**src/hw/rtl/affine_2d_matrix_stack_defines.svh**
```systemverilog
// ============================================================================
// Assertion macros for the affine matrix stack
// Shared property forms used at the end of the stack modules. Each macro
// expects clk and rst_n to be visible where it is used.
// ============================================================================
`ifndef AFFINE_2D_MATRIX_STACK_DEFINES_SVH
`define AFFINE_2D_MATRIX_STACK_DEFINES_SVH

// Same-cycle implication, checked outside reset.
`define A2MS_ASSERT_SAME(label, ante, cons, msg) \
    label: assert property (@(posedge clk) disable iff (!rst_n) (ante) |-> (cons)) \
        else $error(msg);

// Next-cycle implication, checked outside reset.
`define A2MS_ASSERT_NEXT(label, ante, cons, msg) \
    label: assert property (@(posedge clk) disable iff (!rst_n) (ante) |=> (cons)) \
        else $error(msg);

`endif

```
**src/hw/rtl/a2ms_pkg.sv**
```systemverilog
// ============================================================================
// a2ms_pkg
// Types, constants and decode functions shared by the matrix stack modules.
// ============================================================================
package a2ms_pkg;

    localparam int STACK_DEPTH = 64;
    localparam int LEVEL_W     = $clog2(STACK_DEPTH);
    localparam int DATA_W      = 32;
    localparam int PROD_W      = 64;
    localparam int SUM_W       = 50;
    localparam int FRAC_W      = 16;

    localparam logic signed [DATA_W-1:0] Q_ONE  = 32'sh0001_0000;
    localparam logic signed [DATA_W-1:0] Q_ZERO = 32'sh0000_0000;
    localparam logic signed [DATA_W-1:0] Q_MAX  = 32'sh7fff_ffff;
    localparam logic signed [DATA_W-1:0] Q_MIN  = 32'sh8000_0000;

    typedef enum logic [2:0] {
        OP_CLEAR     = 3'd0,
        OP_IDENTITY  = 3'd1,
        OP_TRANSLATE = 3'd2,
        OP_ROTATE    = 3'd3,
        OP_SCALE     = 3'd4,
        OP_PUSH      = 3'd5,
        OP_POP       = 3'd6,
        OP_POINT     = 3'd7
    } opcode_t;

    typedef enum logic [1:0] {
        ST_OK       = 2'd0,
        ST_PUSH_OVF = 2'd1,
        ST_POP_UNF  = 2'd2
    } status_t;

    typedef enum logic [1:0] {
        CF_XX = 2'd0,
        CF_XY = 2'd1,
        CF_YX = 2'd2,
        CF_YY = 2'd3
    } coef_sel_t;

    typedef enum logic [1:0] {
        OS_A    = 2'd0,
        OS_B    = 2'd1,
        OS_ZERO = 2'd2
    } opnd_sel_t;

    typedef enum logic [1:0] {
        BS_NONE = 2'd0,
        BS_TX   = 2'd1,
        BS_TY   = 2'd2
    } base_sel_t;

    // One result: base + (c1*o1 >>> 16) +/- (c2*o2 >>> 16).
    typedef struct packed {
        coef_sel_t c1;
        opnd_sel_t o1;
        coef_sel_t c2;
        opnd_sel_t o2;
        logic      sub;
        base_sel_t base;
    } term_t;

    typedef struct packed {
        logic signed [DATA_W-1:0] xx;
        logic signed [DATA_W-1:0] xy;
        logic signed [DATA_W-1:0] tx;
        logic signed [DATA_W-1:0] yx;
        logic signed [DATA_W-1:0] yy;
        logic signed [DATA_W-1:0] ty;
    } matrix_t;

    // Controller to datapath.
    typedef struct packed {
        logic        load;
        logic        mul_en;
        term_t       term;
        logic [1:0]  idx;
        logic        pop_read;
        logic        commit;
        opcode_t     op;
    } cmd_t;

    // Datapath to controller.
    typedef struct packed {
        logic out_free;
    } stat_t;

    localparam matrix_t IDENTITY = '{xx: Q_ONE, xy: Q_ZERO, tx: Q_ZERO,
                                     yx: Q_ZERO, yy: Q_ONE, ty: Q_ZERO};

    // Index of the last result an opcode computes.
    function automatic logic [1:0] last_idx(opcode_t op);
        logic [1:0] n;
        unique case (op)
            OP_TRANSLATE, OP_POINT: n = 2'd1;
            OP_ROTATE, OP_SCALE:    n = 2'd3;
            default:                n = 2'd0;
        endcase
        return n;
    endfunction

    function automatic logic has_mul(opcode_t op);
        return (op == OP_TRANSLATE) || (op == OP_POINT) ||
               (op == OP_ROTATE) || (op == OP_SCALE);
    endfunction

    // Operand selection for each result of each opcode.
    function automatic term_t term_spec(opcode_t op, logic [1:0] idx);
        term_t t;
        t = '{c1: CF_XX, o1: OS_ZERO, c2: CF_XX, o2: OS_ZERO, sub: 1'b0, base: BS_NONE};
        unique case (op)
            OP_TRANSLATE, OP_POINT:
            begin
                if (idx == 2'd0)
                    t = '{c1: CF_XX, o1: OS_A, c2: CF_XY, o2: OS_B, sub: 1'b0, base: BS_TX};
                else
                    t = '{c1: CF_YX, o1: OS_A, c2: CF_YY, o2: OS_B, sub: 1'b0, base: BS_TY};
            end
            OP_ROTATE:
            begin
                unique case (idx)
                    2'd0: t = '{c1: CF_XX, o1: OS_A, c2: CF_XY, o2: OS_B,
                                sub: 1'b0, base: BS_NONE};
                    2'd1: t = '{c1: CF_XY, o1: OS_A, c2: CF_XX, o2: OS_B,
                                sub: 1'b1, base: BS_NONE};
                    2'd2: t = '{c1: CF_YX, o1: OS_A, c2: CF_YY, o2: OS_B,
                                sub: 1'b0, base: BS_NONE};
                    default: t = '{c1: CF_YY, o1: OS_A, c2: CF_YX, o2: OS_B,
                                   sub: 1'b1, base: BS_NONE};
                endcase
            end
            OP_SCALE:
            begin
                unique case (idx)
                    2'd0: t.c1 = CF_XX;
                    2'd1: t.c1 = CF_YX;
                    2'd2: t.c1 = CF_XY;
                    default: t.c1 = CF_YY;
                endcase
                t.o1 = (idx[1]) ? OS_B : OS_A;
            end
            default:
            begin
                t.o1 = OS_ZERO;
            end
        endcase
        return t;
    endfunction

    // Clamp a wide sum to the signed 32-bit range.
    function automatic logic signed [DATA_W-1:0] sat32(logic signed [SUM_W-1:0] v);
        logic signed [DATA_W-1:0] r;
        if ((&v[SUM_W-1:DATA_W-1]) || !(|v[SUM_W-1:DATA_W-1]))
            r = v[DATA_W-1:0];
        else if (v[SUM_W-1])
            r = Q_MIN;
        else
            r = Q_MAX;
        return r;
    endfunction

endpackage

```
**src/hw/rtl/a2ms_ctrl.sv**
```systemverilog
// ============================================================================
// a2ms_ctrl
// Sequencer: accepts a request word, steps the shared multipliers through
// the results of its opcode and commits once the response slot is free.
// ============================================================================
`include "affine_2d_matrix_stack_defines.svh"

module a2ms_ctrl (
    input  logic                clk,
    input  logic                rst_n,
    input  logic                in_valid,
    output logic                in_ready,
    input  logic [2:0]          in_type,
    output a2ms_pkg::cmd_t      cmd,
    input  a2ms_pkg::stat_t     stat
);

    typedef enum logic [3:0] {
        S_IDLE = 4'b0001,
        S_MUL  = 4'b0010,
        S_ACC  = 4'b0100,
        S_DONE = 4'b1000
    } state_t;

    state_t             state_reg, state_next;
    logic [1:0]         idx_reg, idx_next;
    a2ms_pkg::opcode_t  op_reg, op_next;
    logic               accept;

    assign accept = in_valid && in_ready;

    // Next state and commands.
    always_comb
    begin
        state_next   = state_reg;
        idx_next     = idx_reg;
        op_next      = op_reg;
        in_ready     = 1'b0;
        cmd          = '0;
        cmd.op       = op_reg;
        cmd.idx      = idx_reg;
        cmd.term     = a2ms_pkg::term_spec(op_reg, idx_reg);
        unique case (state_reg)
            S_IDLE:
            begin
                in_ready = 1'b1;
                if (in_valid)
                begin
                    cmd.load   = 1'b1;
                    op_next    = a2ms_pkg::opcode_t'(in_type);
                    idx_next   = 2'd0;
                    state_next = S_MUL;
                end
            end
            S_MUL:
            begin
                cmd.mul_en   = a2ms_pkg::has_mul(op_reg);
                cmd.pop_read = (op_reg == a2ms_pkg::OP_POP);
                if (idx_reg == a2ms_pkg::last_idx(op_reg))
                    state_next = S_ACC;
                else
                    idx_next = idx_reg + 2'd1;
            end
            S_ACC:
            begin
                state_next = S_DONE;
            end
            S_DONE:
            begin
                if (stat.out_free)
                begin
                    cmd.commit = 1'b1;
                    state_next = S_IDLE;
                end
            end
            default:
            begin
                state_next = S_IDLE;
            end
        endcase
    end

    // State registers.
    always_ff @(posedge clk or negedge rst_n)
    begin
        if (!rst_n)
        begin
            state_reg <= S_IDLE;
            idx_reg   <= 2'd0;
            op_reg    <= a2ms_pkg::OP_CLEAR;
        end
        else
        begin
            state_reg <= state_next;
            idx_reg   <= idx_next;
            op_reg    <= op_next;
        end
    end

    // An accepted word always starts the multiply sequence.
    `A2MS_ASSERT_NEXT(a_accept_to_mul, accept, state_reg == S_MUL, "accept did not start work")
    // The result index never runs past the last result of the opcode.
    `A2MS_ASSERT_SAME(a_idx_bound, state_reg == S_MUL,
        idx_reg <= a2ms_pkg::last_idx(op_reg), "result index out of range")
    // A commit only happens with a free response slot.
    `A2MS_ASSERT_SAME(a_commit_free, cmd.commit, stat.out_free, "commit into busy slot")

endmodule

```
**config.mk**
```make
export PLATFORM = sky130hd
export DESIGN_NAME = a2ms_ctrl
export DESIGN_NICKNAME = d
export VERILOG_FILES = /design/src/hw/rtl/a2ms_pkg.sv /design/src/hw/rtl/a2ms_ctrl.sv
export VERILOG_INCLUDE_DIRS = /design/src /design/src/hw/rtl
export SDC_FILE = /design/constraint.sdc
export NUM_CORES = 1
export LEC_CHECK = 0
export BUFFER_PORTS_ARGS = -buffer_cell sky130_fd_sc_hd__clkbuf_2
export CAP_MARGIN = 25
export CELL_PAD_IN_SITES_DETAIL_PLACEMENT = 1
export CELL_PAD_IN_SITES_GLOBAL_PLACEMENT = 2
export CORE_MARGIN = 2
export CORE_UTILIZATION = 28
export CTS_CLUSTER_SIZE = 24
export DETAILED_ROUTE_END_ITERATION = 8
export PLACE_DENSITY = 0.84
export RECOVER_POWER = 100
export SLEW_MARGIN = 20
export SYNTH_ARGS = -nofsm -noshare
export SYNTH_HDL_FRONTEND = slang
export SYNTH_SLANG_ARGS = --single-unit
```
**constraint.sdc**
```tcl
create_clock -name clk -period 3.15 [get_ports clk]
set_input_delay 0.63 -clock clk [delete_from_list [all_inputs] [get_ports clk]]
set_output_delay 0.63 -clock clk [all_outputs]
set_load 0.01 [all_outputs]
```
==> results of run 1 <==
## placed cells by master (no fill, tap or decap), types with 2 or more instances in the layout
cell type	n
a21oi_1	2
and3_1	3
clkbuf_1	22
clkbuf_2	6
clkbuf_4	3
dfrtp_1	8
ha_1	4
inv_1	5
mux2_2	3
nand2_1	5
nand3b_1	2
nor2_1	8
nor2b_1	2
nor3_1	3
nor4b_1	3
o31ai_1	2
## final cells by class
class                      count  area, um^2
fill                         293        1439
multi-input combinational     54       379.1
sequential                     9       226.5
timing repair buffer          27       108.9
tap                           28       35.03
clock buffer                   4       26.28
inverter                       5       18.77
## synth_stat cells, drive strengths merged
master and instances:
nor4 1, a21o 1, nand2 5, a21boi 1, nor4b 3, a211o 1
inv 5, mux2i 1, o31ai 2, o21a 1, or3b 1, nor2 8
and3 3, ha 4, xor2 1, o22ai 2, or4b 1, a21oi 2
xnor2 1, nand2b 1, o21bai 1, dfrtp 8, mux2 3, buf 3
nor3 3, nand3 1, o211ai 1, nand3b 2, nor2b 2, dfstp 1
o21ai 1
## worst max path at each step
| stage | startpoint | endpoint | slack (ps) | cells after the start |
|---|---|---|---|---|
| global placement | idx_reg[0] | cmd[17] | 820 | 7 |
| detailed placement | idx_reg[0] | cmd[17] | 750 | 7 |
| finish | idx_reg[0] | cmd[17] | 500 | 7 |
| global route | idx_reg[0] | cmd[17] | 320 | 7 |
| CTS | idx_reg[0] | cmd[17] | 470 | 7 |
| floorplan | idx_reg[0] | cmd[17] | 740 | 6 |
## report_power, final
part	internal [W]	switching (W)
registers	0.000161	0.0000888
clock network	0.0000485	0.0000356
logic	0.000182	0.000264
## metrics by stage
stage / power (W) / hold slack [ps] / cells / cell area, um^2 / setup WS [ps]
detailed placement: 0.0007554 / 493.4 / 123 / 813.3 / 754.7
global placement: 0.0007403 / 489.3 / 123 / 813.3 / 820.6
global route: 0.0008604 / 326.6 / 127 / 794.5 / 323.7
CTS: 0.0008435 / 219.3 / 127 / 839.6 / 471.3
floorplan: 0.0005950 / 334.4 / 71 / 666.9 / 736.6
finish: 0.0007795 / 293.7 / 127 / 794.5 / 496.1
## cell families (layout without fill, tap and decap cells)
kind of cell | after synthesis | after routing | share of synthesized area (%)
muxes | 4 | 4 | 6.566
buffers and inverters | 8 | 36 | 6.377
DFF | 9 | 9 | 33.96
xor gates and xnor gates | 2 | 2 | 2.627
and+or+nand+nor | 31 | 31 | 28.14
AOI/OAI and AO/OA | 13 | 13 | 14.82
adders and majority gates | 4 | 4 | 7.505
## worst max-delay path: stages (launching register included)
cell	delay [ps]
dfrtp_1	460
inv_1	130
ha_1	260
nor2b_1	140
a211o_1	260
a21boi_0	200
o21bai_1	140
clkbuf_1	160
## metal layers
metal  up-vias  share of wire, %
li1        308                 -
met4         0                 0
met5         -                 0
met3         0               5.2
met1       282                45
met2        14                50
==> summary.md, run 1 <==
| Metric | Value |
|---|---|
| MaxCap Viol Count | `0` |
| Vias | `604` |
| Reg2reg start | `state_reg[2]` |
| CTS tree | `yes` |
| Post-CTS Resized | `0` |
| Fmax | `376.8 MHz` |
| Fin nets | `111` |
| Largest cells by area after synthesis | `dfrtp_1, ha_1, mux2_2, nor2_1, nor4b_2` |
| Drt first pass iters | `2` |
| CP required | `2520 ps` |
| Core Area | `2233 um^2` |
| Post-synth top area share | `30.02%` |
| Crit end category | `primary output` |
| GRT Residual Overflow | `0` |
| Syn. warnings | `0` |
| Netlist Area Pre-Place | `666.9 um^2` |
| Mapped Cells | `71` |
| Grt met2 use | `24.38%` |
| Startpoint Class | `flop` |
| Mapped Nets | `82` |
| Initial antenna violation count | `0` |
| Worst-skew pair later-pin latency | `250 ps` |
| DR iter-0 viols | `1` |
| Crit Path Category | `reg -> out` |
| Share of cells above drive strength 1 | `13.13%` |
| Post-route antenna net violation count | `0` |
| RR Endpoint | `idx_reg[0]` |
| Post-synth cell types | `37` |
| Util after Layout | `35.57%` |
| CTS max path bufs | `2` |
| GRT met3 Usage | `2.000%` |
| Post-DP HPWL | `1309 um` |
| Setup_tns | `0 ps` |
| Die area | `2788 um^2` |
| Pwr/cell area | `981.1 nW/um^2` |
| Outcome | `finished clean` |
| Hold WC Path Type | `in -> async` |
| Setup bufs post-CTS | `0` |
| DIE HEIGHT | `52.81 um` |
| Largest net degree at the start of global routing | `12` |
| Worst Path Max Fanout | `7` |
| Vias in the first global route | `648` |
| Hold-fix buffers, CTS | `0` |
| DRC errors left | `0` |
| Clk sinks | `9` |
| Ports | `28` |
| Syn-to-layout area delta | `19.14%` |
| Rows | `17` |
| First-pass GRT wire length | `2787 um` |
| Pins over their slew limit | `0` |
| Post-DR wirelength/cell | `12.53 um` |
| Overall Global Routing Usage | `13.22%` |
| Worst VDD drop | `435.6 uV` |
| Max FFs per register | `4` |
| Routed wire length | `1591 um` |
| RSZ-0062 raised after global routing | `no` |
| GR Layer Usage met1 | `16.06%` |
| Yosys reg bits | `9` |
| H-tree levels | `1` |
| Root Driver | `clkbuf_4` |
| Cts bufs inserted | `3` |
| Final setup skew | `6.496 ps` |
| N_diodes | `0` |
| CP Data Arrival Time | `2020 ps` |
| Vias per std cell | `4.756` |
| Buffers on Ports | `27` |
| Cell type with the largest total area after synthesis | `dfrtp_1` |
| Grt peak-use layer | `met2` |
| R2R Setup Slk | `1370 ps` |
| Crit share post-route | `84.25%` |
| Sequential cell area fraction in the yosys report | `33.96%` |
| Worst slew margin | `37.29%` |
| R2R cell count | `3` |
| Final Hold Viols | `0` |
| CTS clock-pin slew for the worst setup and hold paths | `60 ps` |
| Starting Density | `29.86%` |
| GPL Wtd Cong | `0.7409` |
| Die X | `52.81 um` |
| Lkg Pwr | `0.3327 nW` |
| Final worst path period need | `2654 ps` |
| Syn Area/Cell | `9.393 um^2` |
| Final setup violation count | `0` |
| Least-Margin Pin Slew | `927.6 ps` |
Power figures use the tool's default switching activity.
==> run 2: changes to the inputs <==
--- a/config.mk
+++ b/config.mk
@@ -11,10 +11,10 @@
 export CELL_PAD_IN_SITES_DETAIL_PLACEMENT = 1
 export CELL_PAD_IN_SITES_GLOBAL_PLACEMENT = 2
 export CORE_MARGIN = 2
-export CORE_UTILIZATION = 28
+export CORE_UTILIZATION = 26
 export CTS_CLUSTER_SIZE = 24
 export DETAILED_ROUTE_END_ITERATION = 8
-export PLACE_DENSITY = 0.84
+export PLACE_DENSITY = 0.79
 export RECOVER_POWER = 100
 export SLEW_MARGIN = 20
 export SYNTH_ARGS = -nofsm -noshare
==> constraint.sdc (replaced) <==
create_clock -name clk -period 2.65 [get_ports clk]
set_input_delay 0.53 -clock clk [delete_from_list [all_inputs] [get_ports clk]]
set_output_delay 0.53 -clock clk [all_outputs]
set_load 0.01 [all_outputs]
==> run 2 against run 1 <==
  * Register-to-register slack lost 540 ps
  * Utilization shrank 2.2 points
  * Global-route usage grew 0.70 points
  * Die area grew 7.1%
  * Hold slack lost 96 ps
  * Total power grew 24%
  * Critical path type unchanged
  * Critical endpoint unchanged
  * Largest cell class unchanged
==> summary.md, run 2 (synthesized netlist as in run 1, its figures left out) <==
| Metric | Value |
|---|---|
| Outcome | `finished clean` |
| Routed wire length | `1773 um (+11%)` |
| Final Hold Viols | `0 (unchanged)` |
| Startpoint Class | `flop` |
| Overall Global Routing Usage | `13.92% (+0.70 points)` |
| GRT Residual Overflow | `0 (unchanged)` |
| Syn-to-layout area delta | `22.89%` |
| Cts bufs inserted | `3 (unchanged)` |
| Starting Density | `27.17% (-2.7 points)` |
| Pwr/cell area | `1182 nW/um^2 (+20%)` |
| DRC errors left | `0 (unchanged)` |
| N_diodes | `0 (unchanged)` |
| Pins over their slew limit | `0 (unchanged)` |
| Post-route antenna net violation count | `0 (unchanged)` |
| Worst VDD drop | `473.8 uV (+8.8%)` |
| Lkg Pwr | `0.3495 nW (+5.1%)` |
| Overall power | `0.0009688 W (+24%)` |
| Hold WC Path Type | `in -> async` |
| Post-place instance area | `823.3 um^2 (+1.2%)` |
| MaxCap Viol Count | `0 (unchanged)` |
| Worst-skew pair later-pin latency | `270 ps (+20 ps)` |
| Clk sinks | `9 (unchanged)` |
| Rows | `18 (+1)` |
| First-pass GRT wire length | `2987 um (+7.2%)` |
| Least-Margin Pin Slew | `502.0 ps (-425.6 ps)` |
| Max FFs per register | `4 (unchanged)` |
| Fin nets | `112 (+0.90%)` |
| Setup_tns | `0 ps (unchanged)` |
| Ports | `28 (unchanged)` |
| Buffers on Ports | `27 (unchanged)` |
| CTS tree | `yes` |
| Vias in the first global route | `615 (-5.1%)` |
| CTS clock-pin slew for the worst setup and hold paths | `70 ps (about the same)` |
| Reg2reg start | `state_reg[0]` |
| Crit share post-route | `92.92%` |
| Core Area | `2455 um^2 (+9.9%)` |
| Final setup violation count | `0 (unchanged)` |
| CP startpoint | `idx_reg[0]` |
| Crit end category | `primary output` |
| Share of cells above drive strength 1 | `22.00% (+8.9 points)` |
| Worst Path Max Fanout | `7 (unchanged)` |
| Post-DR wirelength/cell | `13.64 um (+8.9%)` |
| Vias per std cell | `4.946 (+4.0%)` |
| Root Driver | `clkbuf_4` |
| Worst slew margin | `66.53% (+29 points)` |
| Die area | `2986 um^2 (+7.1%)` |
| Drt first pass iters | `1 (-1)` |
| Setup bufs post-CTS | `0 (unchanged)` |
| H-tree levels | `1 (unchanged)` |
| CTS max path bufs | `2 (unchanged)` |
| DIE HEIGHT | `54.65 um (+3.5%)` |
| Initial antenna violation count | `0 (unchanged)` |
| Post-DP HPWL | `1437 um (+9.8%)` |
| Most common cell after layout, fill and taps aside | `clkbuf_1` |
| Vias | `643 (+6.5%)` |
| CP required | `2120 ps (-400 ps)` |
| CP Data Arrival Time | `1930 ps (-90 ps)` |
| RSZ-0062 raised after global routing | `no` |
| Crit Path Category | `reg -> out` |
| Final worst path period need | `2462 ps` |
| GPL Wtd Cong | `0.6873 (-7.2%)` |
| Largest net degree at the start of global routing | `12 (unchanged)` |
| Final setup skew | `2.232 ps (-4.264 ps)` |
| Hold-fix buffers, CTS | `0 (unchanged)` |
| Fmax | `406.1 MHz` |
| Commonest non-fill, non-tap cells in the layout | `clkbuf_1, clkbuf_2, nor2_1` |
| Die X | `54.65 um (+3.5%)` |
| Final Cell Area | `819.5 um^2 (+3.1%)` |
| DR iter-0 viols | `0 (-1)` |
==> run 2: area by class of cell <==
type / count / area [um^2]
sequential: 9 / 229.0
timing repair buffer: 28 / 118.9
multi-input combinational: 54 / 389.1
fill: 317 / 1635
inverter: 5 / 18.77
tap: 30 / 37.54
clock buffer: 4 / 26.28
==> run 2: power breakdown <==
group | internal (W) | switching [W]
Clock | 0.0000583 | 0.0000540
Sequential | 0.000193 | 0.000106
Combinational | 0.000228 | 0.000330
Total | 0.000479 | 0.000489
==> run 2: per-layer routing <==
metal | global-route usage, % | part of all wire, % | wire length, um | vias to the layer above
li1 | - | - | - | 310
met1 | 19.10 | 46 | 818 | 311
met2 | 21.63 | 48 | 847 | 18
met3 | 1.639 | 4.7 | 83 | 4
met4 | 6.250 | 1.3 | 23 | 0
met5 | 0 | 0 | 0 | -
==> run 2: final timing paths <==
check	slack, ps	depth (start not counted)	to
worst max-delay path	190	7	cmd[17]
worst min-delay path	200	1	op_reg[2]
worst max register to register	830	4	op_reg[0]
worst min register to register	550	1	state_reg[3]
max in group asynchronous	2090	1	idx_reg[1]
min in group clk	490	2	op_reg[2]
==> run 2: worst max-delay path, stage by stage, from the launching register on <==
cell,delay (ps)
dfrtp_2,430
inv_1,110
ha_1,250
nor2b_1,140
a211o_1,270
a21boi_1,180
o21bai_1,130
clkbuf_2,150
==> run 2: repair_timing <==
action	CTS	global route
setup endpoints to repair	0	2
resized for setup	0	3
endpoints found under the hold margin	0	0
==> run 2: stage by stage <==
| stage | worst slack (ps) | util [%] | hold slack (ps) | std cells |
|---|---|---|---|---|
| after floorplan | 336.6 | - | 234.4 | 71 |
| after global placement | 419.5 | 33.54 | 392.6 | 126 |
| after detailed placement | 318.2 | 33.54 | 403.2 | 126 |
| after CTS | 12.46 | 34.61 | 107.1 | 130 |
| after global routing | 44.87 | 33.38 | 233.5 | 130 |
| final | 187.6 | 33.38 | 197.5 | 130 |
==> run 3: changes to the inputs <==
--- a/config.mk
+++ b/config.mk
@@ -10,6 +10,7 @@
 export CAP_MARGIN = 25
 export CELL_PAD_IN_SITES_DETAIL_PLACEMENT = 1
 export CELL_PAD_IN_SITES_GLOBAL_PLACEMENT = 2
+export CORE_ASPECT_RATIO = 0.7
 export CORE_MARGIN = 2
 export CORE_UTILIZATION = 26
 export CTS_CLUSTER_SIZE = 24
==> constraint.sdc (replaced) <==
create_clock -name clk -period 2.65 [get_ports clk]
set_input_delay 0.265 -clock clk [delete_from_list [all_inputs] [get_ports clk]]
set_output_delay 0.265 -clock clk [all_outputs]
set_load 0.01 [all_outputs]
==> run 3 against run 2 <==
  * Setup slack improved by 110 ps
  * Total power decreased by 2.3%
  * Via count decreased by 0.93%
  * Critical path depth unchanged
  * Hold slack improved by 30 ps
  * Sequential share of layout area about the same
  * Largest power group unchanged
==> summary.md, run 3 (synthesized netlist as in run 1, its figures left out) <==
| Metric | Value |
|---|---|
| Area of the multi-input gates | `379.1 um^2 (-2.6%)` |
| Final Hold Viols | `0 (unchanged)` |
| Final setup skew | `5.803 ps (+3.572 ps)` |
| Fmax | `424.4 MHz (+4.5%)` |
| FILL cells | `327 (+3.2%)` |
| Pwr/cell area | `1166 nW/um^2 (-1.4%)` |
| Worst-skew pair later-pin latency | `270 ps (about the same)` |
| CTS clock-pin slew for the worst setup and hold paths | `60 ps (about the same)` |
| Post-DP HPWL | `1430 um (-0.48%)` |
| Setup bufs post-CTS | `0 (unchanged)` |
| R2R Setup Slk | `850 ps (+20 ps)` |
| Pins over their slew limit | `0 (unchanged)` |
| Pre-CTS WS | `584.0 ps (+265.9 ps)` |
| CP required | `2380 ps (+260 ps)` |
| Worst slew margin | `40.69% (-26 points)` |
| Reg2reg start | `state_reg[2]` |
| Final setup violation count | `0 (unchanged)` |
| Sequential cell area | `226.5 um^2 (-1.1%)` |
| GPL Wtd Cong | `0.7656 (+11%)` |
| Final worst path period need | `2356 ps (-106.1 ps)` |
| Util after Layout | `33.28% (-0.10 points)` |
| RSZ-0062 raised after global routing | `no` |
| Most common cell after layout, fill and taps aside | `clkbuf_1` |
| DR iter-0 viols | `12 (+12)` |
| CP startpoint | `idx_reg[1]` |
| Die X | `64.53 um (+18%)` |
| Buffers on Ports | `27 (unchanged)` |
| Startpoint Class | `flop` |
| Largest net degree at the start of global routing | `12 (unchanged)` |
| Initial antenna violation count | `0 (unchanged)` |
| Hold WC Path Type | `in -> reg` |
| Drt first pass iters | `4 (+3)` |
| Max FFs per register | `4 (unchanged)` |
| Post-place instance area | `820.8 um^2 (-0.30%)` |
| Vias per std cell | `4.754 (-3.9%)` |
| DIE HEIGHT | `46.37 um (-15%)` |
| Setup_tns | `0 ps (unchanged)` |
| Least-Margin Pin Slew | `877.3 ps (+375.3 ps)` |
| Core Area | `2440 um^2 (-0.61%)` |
| Clk sinks | `9 (unchanged)` |
| Overall Global Routing Usage | `12.50% (-1.4 points)` |
| Routed wire length | `1784 um (+0.62%)` |
| GRT Residual Overflow | `0 (unchanged)` |
| Hold-fix buffers, CTS | `1 (+1)` |
| Vias | `637 (-0.93%)` |
| Root Driver | `clkbuf_4` |
| Hold path cells | `2` |
| Post-route antenna net violation count | `0 (unchanged)` |
| Crit Path Category | `reg -> out` |
| H-tree levels | `1 (unchanged)` |
| Final Cell Area | `812.0 um^2 (-0.92%)` |
| Cts bufs inserted | `3 (unchanged)` |
| Fin nets | `112 (unchanged)` |
| Final worst slack | `293.6 ps (+106.1 ps)` |
| Hold EP | `op_reg[1]` |
| Crit share post-route | `88.92% (-4.0 points)` |
| Crit end category | `primary output` |
| Die area | `2992 um^2 (+0.21%)` |
| Commonest non-fill, non-tap cells in the layout | `clkbuf_1, nor2_1, dfrtp_1` |
| Vias in the first global route | `573 (-6.8%)` |
| Share of cells above drive strength 1 | `13.00% (-9.0 points)` |
| Syn-to-layout area delta | `21.76%` |
| Worst Path Max Fanout | `7 (unchanged)` |
| Post-CTS Resized | `0 (unchanged)` |
| CTS tree | `yes` |
| RR Endpoint | `idx_reg[0]` |
| Worst VDD drop | `299.6 uV (-37%)` |
| MaxCap Viol Count | `0 (unchanged)` |
| Post-DR wirelength/cell | `13.31 um (-2.4%)` |
| CTS max path bufs | `2 (unchanged)` |
| First-pass GRT wire length | `2704 um (-9.5%)` |
| Hold Crit Start | `in_type[1]` |
| Starting Density | `27.33% (+0.17 points)` |
| CP Data Arrival Time | `2090 ps (+160 ps)` |
| DRC errors left | `0 (unchanged)` |
| Ports | `28 (unchanged)` |
| Lkg Pwr | `0.3368 nW (-3.6%)` |
| Rows | `15 (-3)` |
| R2R cell count | `3 (-1)` |
| N_diodes | `0 (unchanged)` |
| Outcome | `finished clean` |
run 3: layout make-up:
cell class                      instances  share of cell area, %
Multi-Input combinational cell         54                  46.69
Sequential cell                         9                  27.89
Timing Repair Buffer                   28                  14.64
Tap cell                               34                  5.239
Clock buffer                            4                  3.236
Inverter                                5                  2.311
run 3: critical path, stage by stage (launching register included):
cell      delay, ps
dfrtp_1         460
inv_1           150
ha_1            270
nor2b_1         150
a211o_1         270
a21boi_0        220
o21bai_1        140
clkbuf_1        160
run 3: stage by stage:
stage / instances / hold slack [ps] / total power (W)
finish: 134 / 227.6 / 0.0009468
global route: 134 / 228.7 / 0.001039
CTS: 134 / 220.2 / 0.001020
detailed placement: 129 / 136.8 / 0.0009034
global placement: 129 / 130.7 / 0.0008945
floorplan: 71 / -30.59 / 0.0007073
run 3: how the worst max path moves through the flow:
stage,endpoint,slack (ps)
after floorplan,cmd[17],600
after global placement,cmd[17],680
after detailed placement,cmd[17],580
after CTS,cmd[17],270
after global routing,cmd[17],130
final,cmd[17],290
run 3: power breakdown:
part	switching, W	internal [W]
clock	0.0000519	0.0000582
combinational	0.000323	0.000217
sequential	0.000105	0.000191
total	0.000480	0.000466
run 3: metal layers:
metal	GRT usage (%)	share of wire, %
met1	16.86	49
met2	18.54	44
met3	4.890	5.8
met4	3.830	0.50
met5	0	0
